<file path="config.mk">
export PLATFORM = sky130hd
export DESIGN_NAME = mrsl_ctrl
export DESIGN_NICKNAME = d
export VERILOG_FILES = /design/src/hw/rtl/mrsl_pkg.sv /design/src/hw/rtl/mrsl_ctrl.sv
export SDC_FILE = /design/constraint.sdc
export NUM_CORES = 1
export LEC_CHECK = 0
export ABC_AREA = 1
export BUFFER_PORTS_ARGS = -buffer_cell sky130_fd_sc_hd__buf_2
export CAP_MARGIN = 20
export CORE_MARGIN = 8
export CORE_UTILIZATION = 56
export CTS_BUF_LIST = sky130_fd_sc_hd__clkbuf_8 sky130_fd_sc_hd__clkbuf_16
export CTS_CLUSTER_DIAMETER = 30
export DETAILED_ROUTE_END_ITERATION = 6
export GPL_TIMING_DRIVEN = 0
export PLACE_DENSITY = 0.79
export SLEW_MARGIN = 10
export SYNTH_ARGS = -nofsm -noshare
export SYNTH_HDL_FRONTEND = slang
export SYNTH_SLANG_ARGS = --single-unit
</file>
<file path="constraint.sdc">
create_clock -name clk -period 4.2 [get_ports clk]
set_clock_uncertainty 0.2 [all_clocks]
set_input_delay 0 -clock clk [delete_from_list [all_inputs] [get_ports clk]]
set_output_delay 0 -clock clk [all_outputs]
set_load 0.03 [all_outputs]
</file>
<file path="src/hw/rtl/mrsl_pkg.sv">
// Motor run sample logger: shared types, codes and helper functions.
// Used by mrsl_ctrl, mrsl_store and motor_run_sample_logger_top.
// No dependencies.
package mrsl_pkg;

	localparam logic [1:0] ACT_START = 2'd0;
	localparam logic [1:0] ACT_TICK  = 2'd1;
	localparam logic [1:0] ACT_READ  = 2'd2;

	localparam logic [1:0] PH_IDLE = 2'd0;
	localparam logic [1:0] PH_MEAS = 2'd1;
	localparam logic [1:0] PH_DONE = 2'd2;

	localparam logic [1:0] CMD_NONE  = 2'd0;
	localparam logic [1:0] CMD_BRAKE = 2'd1;
	localparam logic [1:0] CMD_LEFT  = 2'd2;

	localparam logic [1:0] REG_INTERVAL = 2'd0;
	localparam logic [1:0] REG_STARTUP  = 2'd1;
	localparam logic [1:0] REG_LIMIT    = 2'd2;

	localparam logic [31:0] INTERVAL_RST = 32'd500;
	localparam logic [31:0] STARTUP_RST  = 32'd100000;
	localparam logic [11:0] LIMIT_RST    = 12'd2000;

	localparam logic [30:0] DELTA_MAX = 31'h7FFF_FFFF;

	typedef struct packed {
		logic [1:0]         action;
		logic [31:0]        tick_time;
		logic signed [31:0] cart_position;
		logic               left_switch;
		logic               right_switch;
		logic [10:0]        read_index;
	} req_t;

	typedef struct packed {
		logic [1:0]  motor_command;
		logic [1:0]  phase;
		logic        sample_stored;
		logic [11:0] sample_count;
		logic        read_valid;
		logic [31:0] read_time;
		logic [30:0] read_delta;
	} rsp_t;

	typedef struct packed {
		logic [31:0] tick_time;
		logic [30:0] delta;
	} entry_t;

	typedef struct packed {
		logic [1:0]  motor_command;
		logic [1:0]  phase;
		logic        sample_stored;
		logic [11:0] sample_count;
		logic        read_valid;
	} meta_t;

	// magnitude of the wrapped 32-bit difference
	function automatic logic [31:0] time_dist(input logic [31:0] a, input logic [31:0] b);
		logic [31:0] d;
		d = a - b;
		return d[31] ? (32'd0 - d) : d;
	endfunction

	// exact magnitude of a signed difference, saturated
	function automatic logic [30:0] pos_change(input logic [31:0] now_pos,
		input logic [31:0] old_pos);
		logic [32:0] d;
		logic [32:0] m;
		d = {now_pos[31], now_pos} - {old_pos[31], old_pos};
		m = d[32] ? (33'd0 - d) : d;
		return (m > {2'b00, DELTA_MAX}) ? DELTA_MAX : m[30:0];
	endfunction

endpackage

</file>
<file path="src/hw/rtl/mrsl_ctrl.sv">
// Measurement control: config registers, phase, count and reference registers,
// per-item decisions and store addressing. Depends on mrsl_pkg.
module mrsl_ctrl
	import mrsl_pkg::*;
#(
	parameter int unsigned DEPTH = 2048,
	parameter int unsigned AW    = $clog2(DEPTH)
) (
	input  logic          clk,
	input  logic          arst_n,
	input  logic          cfg_write,
	input  logic [1:0]    cfg_index,
	input  logic [31:0]   cfg_data,
	input  logic          accept,
	input  req_t          req,
	output logic          wr_en,
	output logic [AW-1:0] wr_addr,
	output entry_t        wr_entry,
	output logic          rd_en,
	output logic [AW-1:0] rd_addr,
	output meta_t         meta_s1
);

	logic [31:0] interval_q;
	logic [31:0] startup_q;
	logic [11:0] limit_q;

	logic [1:0]  phase_q;
	logic [11:0] count_q;
	logic [31:0] last_pos_q;
	logic [31:0] last_time_q;
	logic [31:0] start_q;

	logic [1:0]  phase_d;
	logic [11:0] count_d;
	logic        take;
	logic        rvalid;
	logic [1:0]  cmd;
	logic        at_limit;
	logic        due;

	assign at_limit = (count_q >= limit_q) || (32'(count_q) >= 32'(DEPTH));
	assign due      = time_dist(last_time_q, req.tick_time) >= interval_q;

	always_comb begin
		phase_d = phase_q;
		count_d = count_q;
		take    = 1'b0;
		rvalid  = 1'b0;
		cmd     = CMD_NONE;
		case (req.action)
			ACT_START: begin
				phase_d = PH_MEAS;
				count_d = 12'd0;
			end
			ACT_TICK: begin
				if (phase_q == PH_MEAS) begin
					if (req.left_switch || req.right_switch) begin
						phase_d = PH_IDLE;
					end else begin
						cmd = (time_dist(req.tick_time, start_q) <= startup_q) ?
							CMD_BRAKE : CMD_LEFT;
						if (at_limit) begin
							phase_d = PH_DONE;
						end else if (due) begin
							take    = 1'b1;
							count_d = count_q + 12'd1;
						end
					end
				end else if (phase_q == PH_DONE) begin
					cmd     = CMD_BRAKE;
					phase_d = PH_IDLE;
				end
			end
			ACT_READ: begin
				rvalid = ({1'b0, req.read_index} < count_q) &&
					(32'(req.read_index) < 32'(DEPTH));
			end
			default: begin
			end
		endcase
	end

	assign wr_en             = accept && take;
	assign wr_addr           = AW'(32'(count_q));
	assign wr_entry.tick_time = req.tick_time;
	assign wr_entry.delta    = pos_change(req.cart_position, last_pos_q);
	assign rd_en             = accept && rvalid;
	assign rd_addr           = AW'(32'(req.read_index));

	always_ff @(posedge clk or negedge arst_n) begin
		if (!arst_n) begin
			interval_q  <= INTERVAL_RST;
			startup_q   <= STARTUP_RST;
			limit_q     <= LIMIT_RST;
			phase_q     <= PH_IDLE;
			count_q     <= 12'd0;
			last_pos_q  <= 32'd0;
			last_time_q <= 32'd0;
			start_q     <= 32'd0;
		end else begin
			if (cfg_write) begin
				case (cfg_index)
					REG_INTERVAL: interval_q <= cfg_data;
					REG_STARTUP:  startup_q  <= cfg_data;
					REG_LIMIT:    limit_q    <= cfg_data[11:0];
					default: begin
					end
				endcase
			end
			if (accept) begin
				phase_q <= phase_d;
				count_q <= count_d;
				if (req.action == ACT_START) begin
					last_pos_q  <= req.cart_position;
					last_time_q <= req.tick_time;
					start_q     <= req.tick_time;
				end else if (take) begin
					last_pos_q  <= req.cart_position;
					last_time_q <= req.tick_time;
				end
			end
		end
	end

	always_ff @(posedge clk) begin
		if (accept) begin
			meta_s1.motor_command <= cmd;
			meta_s1.phase         <= phase_d;
			meta_s1.sample_stored <= take;
			meta_s1.sample_count  <= count_d;
			meta_s1.read_valid    <= rvalid;
		end
	end

endmodule

</file>
======== Word level (Yosys, flattened, before mapping) ========
Cells that the tools add are included.
operators by class
  mux-type cells .......................... 28
  $lt $le $gt $ge ......................... 6
  equal/unequal tests ..................... 6
  add/subtract/negate cells ............... 7
  reduce and logical (&&, ||, !) cells .... 12
operators by type and width
  kind                                                                                number
  32-bit two-way mux                                                                  6
  1-bit by 32-bit subtractor with 32-bit output (first input constant)                2
  32-bit subtractor                                                                   2
  12-bit two-way mux                                                                  4
  33-bit by 31-bit greater-than comparator with 1-bit output (second input constant)  1
  33-bit two-way mux                                                                  1
  1-bit by 33-bit subtractor with 33-bit output (first input constant)                1
  32-bit by 32-bit subtractor with 33-bit output                                      1
  32-bit >= comparator                                                                1
  32-bit less-or-equal comparator                                                     1
  31-bit two-way mux                                                                  1
  12-bit one-hot mux with 2 select lines                                              1
  2-bit two-way mux                                                                   7
  12-bit by 1-bit adder with 12-bit output (second input constant)                    1
  12-bit >= comparator                                                                1
  12-bit >= comparator (second input constant)                                        1
  11-bit by 12-bit less-than comparator with 1-bit output                             1
  2-bit AND reduction                                                                 5
  1-bit two-way mux                                                                   7
  2-bit by 1-bit == test with 1-bit output (second input constant)                    3
  2-bit == test (second input constant)                                               3
  2-bit logical NOT                                                                   2
  2-bit one-hot mux with 2 select lines                                               1
  1-bit logical AND                                                                   2
  other kinds (2)                                                                     3
word-level totals
  input port bits ......................... 117
  output and inout port bits .............. 105
  register bits ........................... 204
  logic and storage cells ................. 72

======== Logic depth before layout (Yosys ltp) ========
  depth in word-level cells ............... 11
  mapped depth ............................ 39
  depth with buffers taken out ............ 37

======== Least setup slack after synthesis ========
Ideal clock, no wire load.
  path type ............................... register -> register
  start point ............................. register last_time_q[0]
  end point ............................... register last_pos_q[0]
  period minus slack after synthesis ...... 4526 ps
  stages on the path, launching flop included .. 37
  path buffers ............................ 2
  required time ........................... 3876 ps
  arrival time ............................ 4202 ps
  slack ................................... -326 ps
  library setup time ...................... 124 ps
  path through ............................ dfrtp_1 -> inv_1 -> ha_1 -> inv_1 -> fa_1 -> nand2_1 -> inv_1 -> nand2_1 -> nand3_2 -> nand2_1 -> nand2_1 -> nand3_1 -> nand2_1 -> nand2_1 -> nand2_1 -> nor2_1 -> nand2_1 -> nor2_2 -> nand3_1 -> nor2_2 -> nor2_1 -> nor2_1 -> nor2_1 -> ha_1 -> nand2_1 -> nor2_1 -> nand4_1 -> nor2_1 -> nand4_1 -> nand3_1 -> nand3_2 -> nor2_2 -> nand2_1 -> nand2_1 -> buf_2 -> buf_2 -> a21oi_1
between the ends
  cells in the longest elaborated chain, start to end .. 11
RTL lines
  item                                           line              RTL
  start: declaration                             mrsl_ctrl.sv:31   logic [31:0] last_time_q;
  start signal: assignment                       mrsl_ctrl.sv:116  last_time_q <= req.tick_time;
  start signal: assignment                       mrsl_ctrl.sv:120  last_time_q <= req.tick_time;
  32-bit subtractor (*)                          mrsl_pkg.sv:63    d = a - b;
  1-bit by 32-bit subtractor with 32-bit output  mrsl_pkg.sv:64    return d[31] ? (32'd0 - d) : d;
  32-bit two-way mux (*)                         mrsl_pkg.sv:64
  32-bit >= comparator (*)                       mrsl_ctrl.sv:43   assign due = time_dist(last_time_q, req.tick_time) >= interval_q;
  1-bit two-way mux (*)                          mrsl_ctrl.sv:65   end else if (due) begin
  1-bit two-way mux (*)                          mrsl_ctrl.sv:63   if (at_limit) begin
  1-bit two-way mux (*)                          mrsl_ctrl.sv:58   if (req.left_switch || req.right_switch) begin
  1-bit two-way mux (*)                          mrsl_ctrl.sv:57   if (phase_q == PH_MEAS) begin
  1-bit two-way mux (*)                          mrsl_ctrl.sv:51   case (req.action)
  via take                                       mrsl_ctrl.sv:36   logic take;
  2-bit nonzero test (no source line) (*)        -
  2-bit AND reduction (no source line) (*)       -
  end signal: assignment                         mrsl_ctrl.sv:115  last_pos_q <= req.cart_position;
  end signal: assignment                         mrsl_ctrl.sv:119  last_pos_q <= req.cart_position;
  end: declaration                               mrsl_ctrl.sv:30   logic [31:0] last_pos_q;
Mark *: on every way through the listed nets, which the timed path passes. The rest lies on a longest branch.
A chain may end at the register's enable or synchronous reset.

======== Final worst setup path ========
  start point ............................. register last_time_q[0]
  end point ............................... register last_time_q[29]
between the ends
  cells in the longest elaborated chain, start to end .. 11
RTL lines
  item                                           line
  32-bit subtractor (*)                          mrsl_pkg.sv:63
  1-bit by 32-bit subtractor with 32-bit output  mrsl_pkg.sv:64
  32-bit two-way mux (*)                         mrsl_pkg.sv:64
  32-bit >= comparator (*)                       mrsl_ctrl.sv:43
  1-bit two-way mux (*)                          mrsl_ctrl.sv:65
  1-bit two-way mux (*)                          mrsl_ctrl.sv:63
  1-bit two-way mux (*)                          mrsl_ctrl.sv:58
  1-bit two-way mux (*)                          mrsl_ctrl.sv:57
  1-bit two-way mux (*)                          mrsl_ctrl.sv:51
  via take                                       mrsl_ctrl.sv:36
  2-bit nonzero test (no source line) (*)        -
  2-bit AND reduction (no source line) (*)       -
Marks and branches as above.

==> flow_summary.ini <==
[clocking]
cts_tree = yes
clk_pin_slew_ns = 0.05
cts_root_buffer = clkbuf_16
htreeDepth = 2
cts_buffers = 47
worstSkewPairLatency_ns = 0.59
cts_buffer_depth = 3
clock_sinks = 204

[placed_design]
pre_cts_ws_ns = -1.43
io_buffers = 221
finalWeightedCongestion = 1.02
dp_hpwl_mm = 54.8

[synth]
ys_async_sr_fraction = 0.912
synth_cells = 3536
ys_ff_latch = 204
synth_edf_count = 18
synth_nets = 3841
yosysWarningCount = 0
ys_top_cells_by_count = nand2_1, inv_1, nor2_1
synth.top_cell.area_share = 0.197
syn_avg_cell_area_um2 = 6.09
syn-cell-area_um2 = 21500
ys.flop_type = dfrtp_1
synth_most_common_cell = nand2_1
synth_top_area_cell = nand2_1
synth_cell_types = 47
synth-seq-area-share = 0.242
yosys-top-cells-area = nand2_1, dfrtp_1, inv_1

[critical_path]
startpoint = last_time_q[0]
cp_slowest_stage_delay_ns = 0.37
critPathKind = reg -> reg
reg2reg_to = last_time_q[29]
endpoint_kind = register
reg2regPathDepth = 36
worstPathMaxFanout = 9
cp.depth = 36
startpoint_type = register
crit_end = last_time_q[29]
rrSetupSlack_ns = -0.90
r2r-start = last_time_q[0]
critPathArrivalTime_ns = 5.38
critPathSlowestCell = dfrtp_1
required_ns = 4.48
worst-path-buf-inv = 7
critPathTopFamily = simple AND/OR/NAND/NOR gates

[global_routing]
grt_pass1_vias = 23319
antenna_found_initial = 1
grt_first_pass_wirelength_mm = 118
track_usage = 0.326
gr-total-overflow = 0
grt_max_degree = 96

[run_status]
violations = DRC, hold timing, setup timing
status = finished with violations

[floorplanning]
die_x_um = 212
initial_core_util = 0.562
rows = 72
core_um2 = 38300
pin_count = 222
dieArea_um2 = 45000
chipHeight_um = 212

[run]
drv_cap = 0

[timing]
tightest_slew_ns = 0.774
period_needed_ns = 5.10
rsz0062_at_grt = true
worst_hold_slack_ns = -0.00107
hold_violations = 1
slew_viol_final = 0
fmax_mhz = 196
tns_ns = -70.68
slew-limit-headroom = 0.482
finalWorstSetupSlack_ns = -0.903
setup_viol = 92
period_share = 1.21

[detailed_routing]
drtPass1Iterations = 7
drt_wl_total_mm = 77.7
num_vias = 24840
drc_errors = 1
routedWlPerCell_um = 17.0
viasPerCell = 5.45
ant_nets = 0
dr.first_iter.drc_count = 2397

[worst_hold_path]
hp-class = in -> reg

[power_and_ir_drop]
power.static_leakage_nw = 15.4
power.density_nw_per_um2 = 588
vdd_drop_max_v = 0.00126

[layout]
antenna_cells = 0
areaGrowthSynthToFinish_pct = 33.8
nets = 4308
drive_above_1_share = 0.211
fin_util = 0.752
[where the power goes]
group	total, mW	switching, mW	internal, mW
clock network	3.60	1.32	2.28
logic	10.8	6.98	3.79
registers	2.55	0.203	2.35
[registers in the layout, indices dropped and copies added (netlist names)]
name and count:
start_q 32, meta_s1 18, last_time_q 32, interval_q 32, startup_q 32, last_pos_q 32
phase_q 2, limit_q 12, count_q 12
[timing repair]
| item | in CTS | in global routing |
|---|---|---|
| setup endpoints to repair | 92 | 122 |
| gates resized for setup | 274 | 187 |
| gates cloned | 0 | 6 |
| pin swaps | 78 | 41 |
| hold buffers | 128 | 0 |
| setup buffers | 47 | 16 |
| endpoints found under the hold margin | 405 | 0 |
[metrics by stage]
stage	cells	area (um2)	power, mW
after floorplan	3536	21600	9.02
after CTS	4538	27800	15.9
after global placement	4275	23400	11.2
final	4560	28800	16.9
after detailed placement	4276	23400	11.3
after global routing	4560	28800	18.1
[worst register-to-register path: cells and delay by family, from the launching register on]
kind                       cells  cell delay, ns
AOI/OAI and AO/OA              2            0.30
xor gates and xnor gates       1            0.20
adders and majority gates      3            0.79
buffers and inverters          7            0.70
DFF                            1            0.37
and+or+nand+nor               23            2.47
[cell usage in the layout, fill, tap and decap left out, types with 54 or more instances in the layout]
cell type / Yosys / routed
a21oi_1: 164 / 132
buf_2: 15 / 220
buf_4: 58 / 113
clkbuf_16: 0 / 54
dfrtp_1: 168 / 168
dlygate4sd3_1: 0 / 126
ha_1: 185 / 135
inv_1: 671 / 661
nand2_1: 1128 / 1053
nand2_2: 20 / 74
nand3_1: 209 / 186
nand4_1: 74 / 74
nor2_1: 338 / 266
nor2_2: 16 / 60
o21ai_0: 195 / 170
[area by class of cell]
| type | instances | area (um2) |
|---|---|---|
| multi-input cells | 2543 | 14800 |
| fillers | 3006 | 9490 |
| flip-flops and latches | 204 | 5220 |
| repair buffers | 418 | 3100 |
| inverters | 683 | 2570 |
| clock buffers | 53 | 1270 |
| plain buffers | 106 | 870 |
| well taps | 518 | 648 |
| clock inverters | 35 | 310 |
[routing by layer]
layer / track usage / vias up / routed length, um
met5: 0 / - / 17
met4: 0.151 / 2 / 4000
met3: 0.0570 / 269 / 7790
met2: 0.521 / 1278 / 34800
met1: 0.427 / 11341 / 31100
li1: - / 11950 / -
[worst min-delay path by stage]
stage / end / cells past startpoint / startpoint / slack [ns]
after floorplan: count_q[0] / 0 / arst_n / -0.50
after global placement: last_pos_q[7] / 3 / req[20] / 0.03
after detailed placement: startup_q[17] / 1 / arst_n / -0.15
after CTS: last_pos_q[7] / 4 / req[20] / 0.0005
after global routing: last_time_q[0] / 4 / req[45] / 0.01
final: last_time_q[0] / 4 / req[45] / -0.001
[kinds of logic after synthesis]
family / synth area share
AO/OA/AOI/OAI: 0.102
XOR/XNOR: 0.0354
adder cells (fa/ha/maj): 0.110
buffers and inverters: 0.152
flip-flops: 0.242
AND/OR/NAND/NOR: 0.358
(Power assumes the default switching activity.)
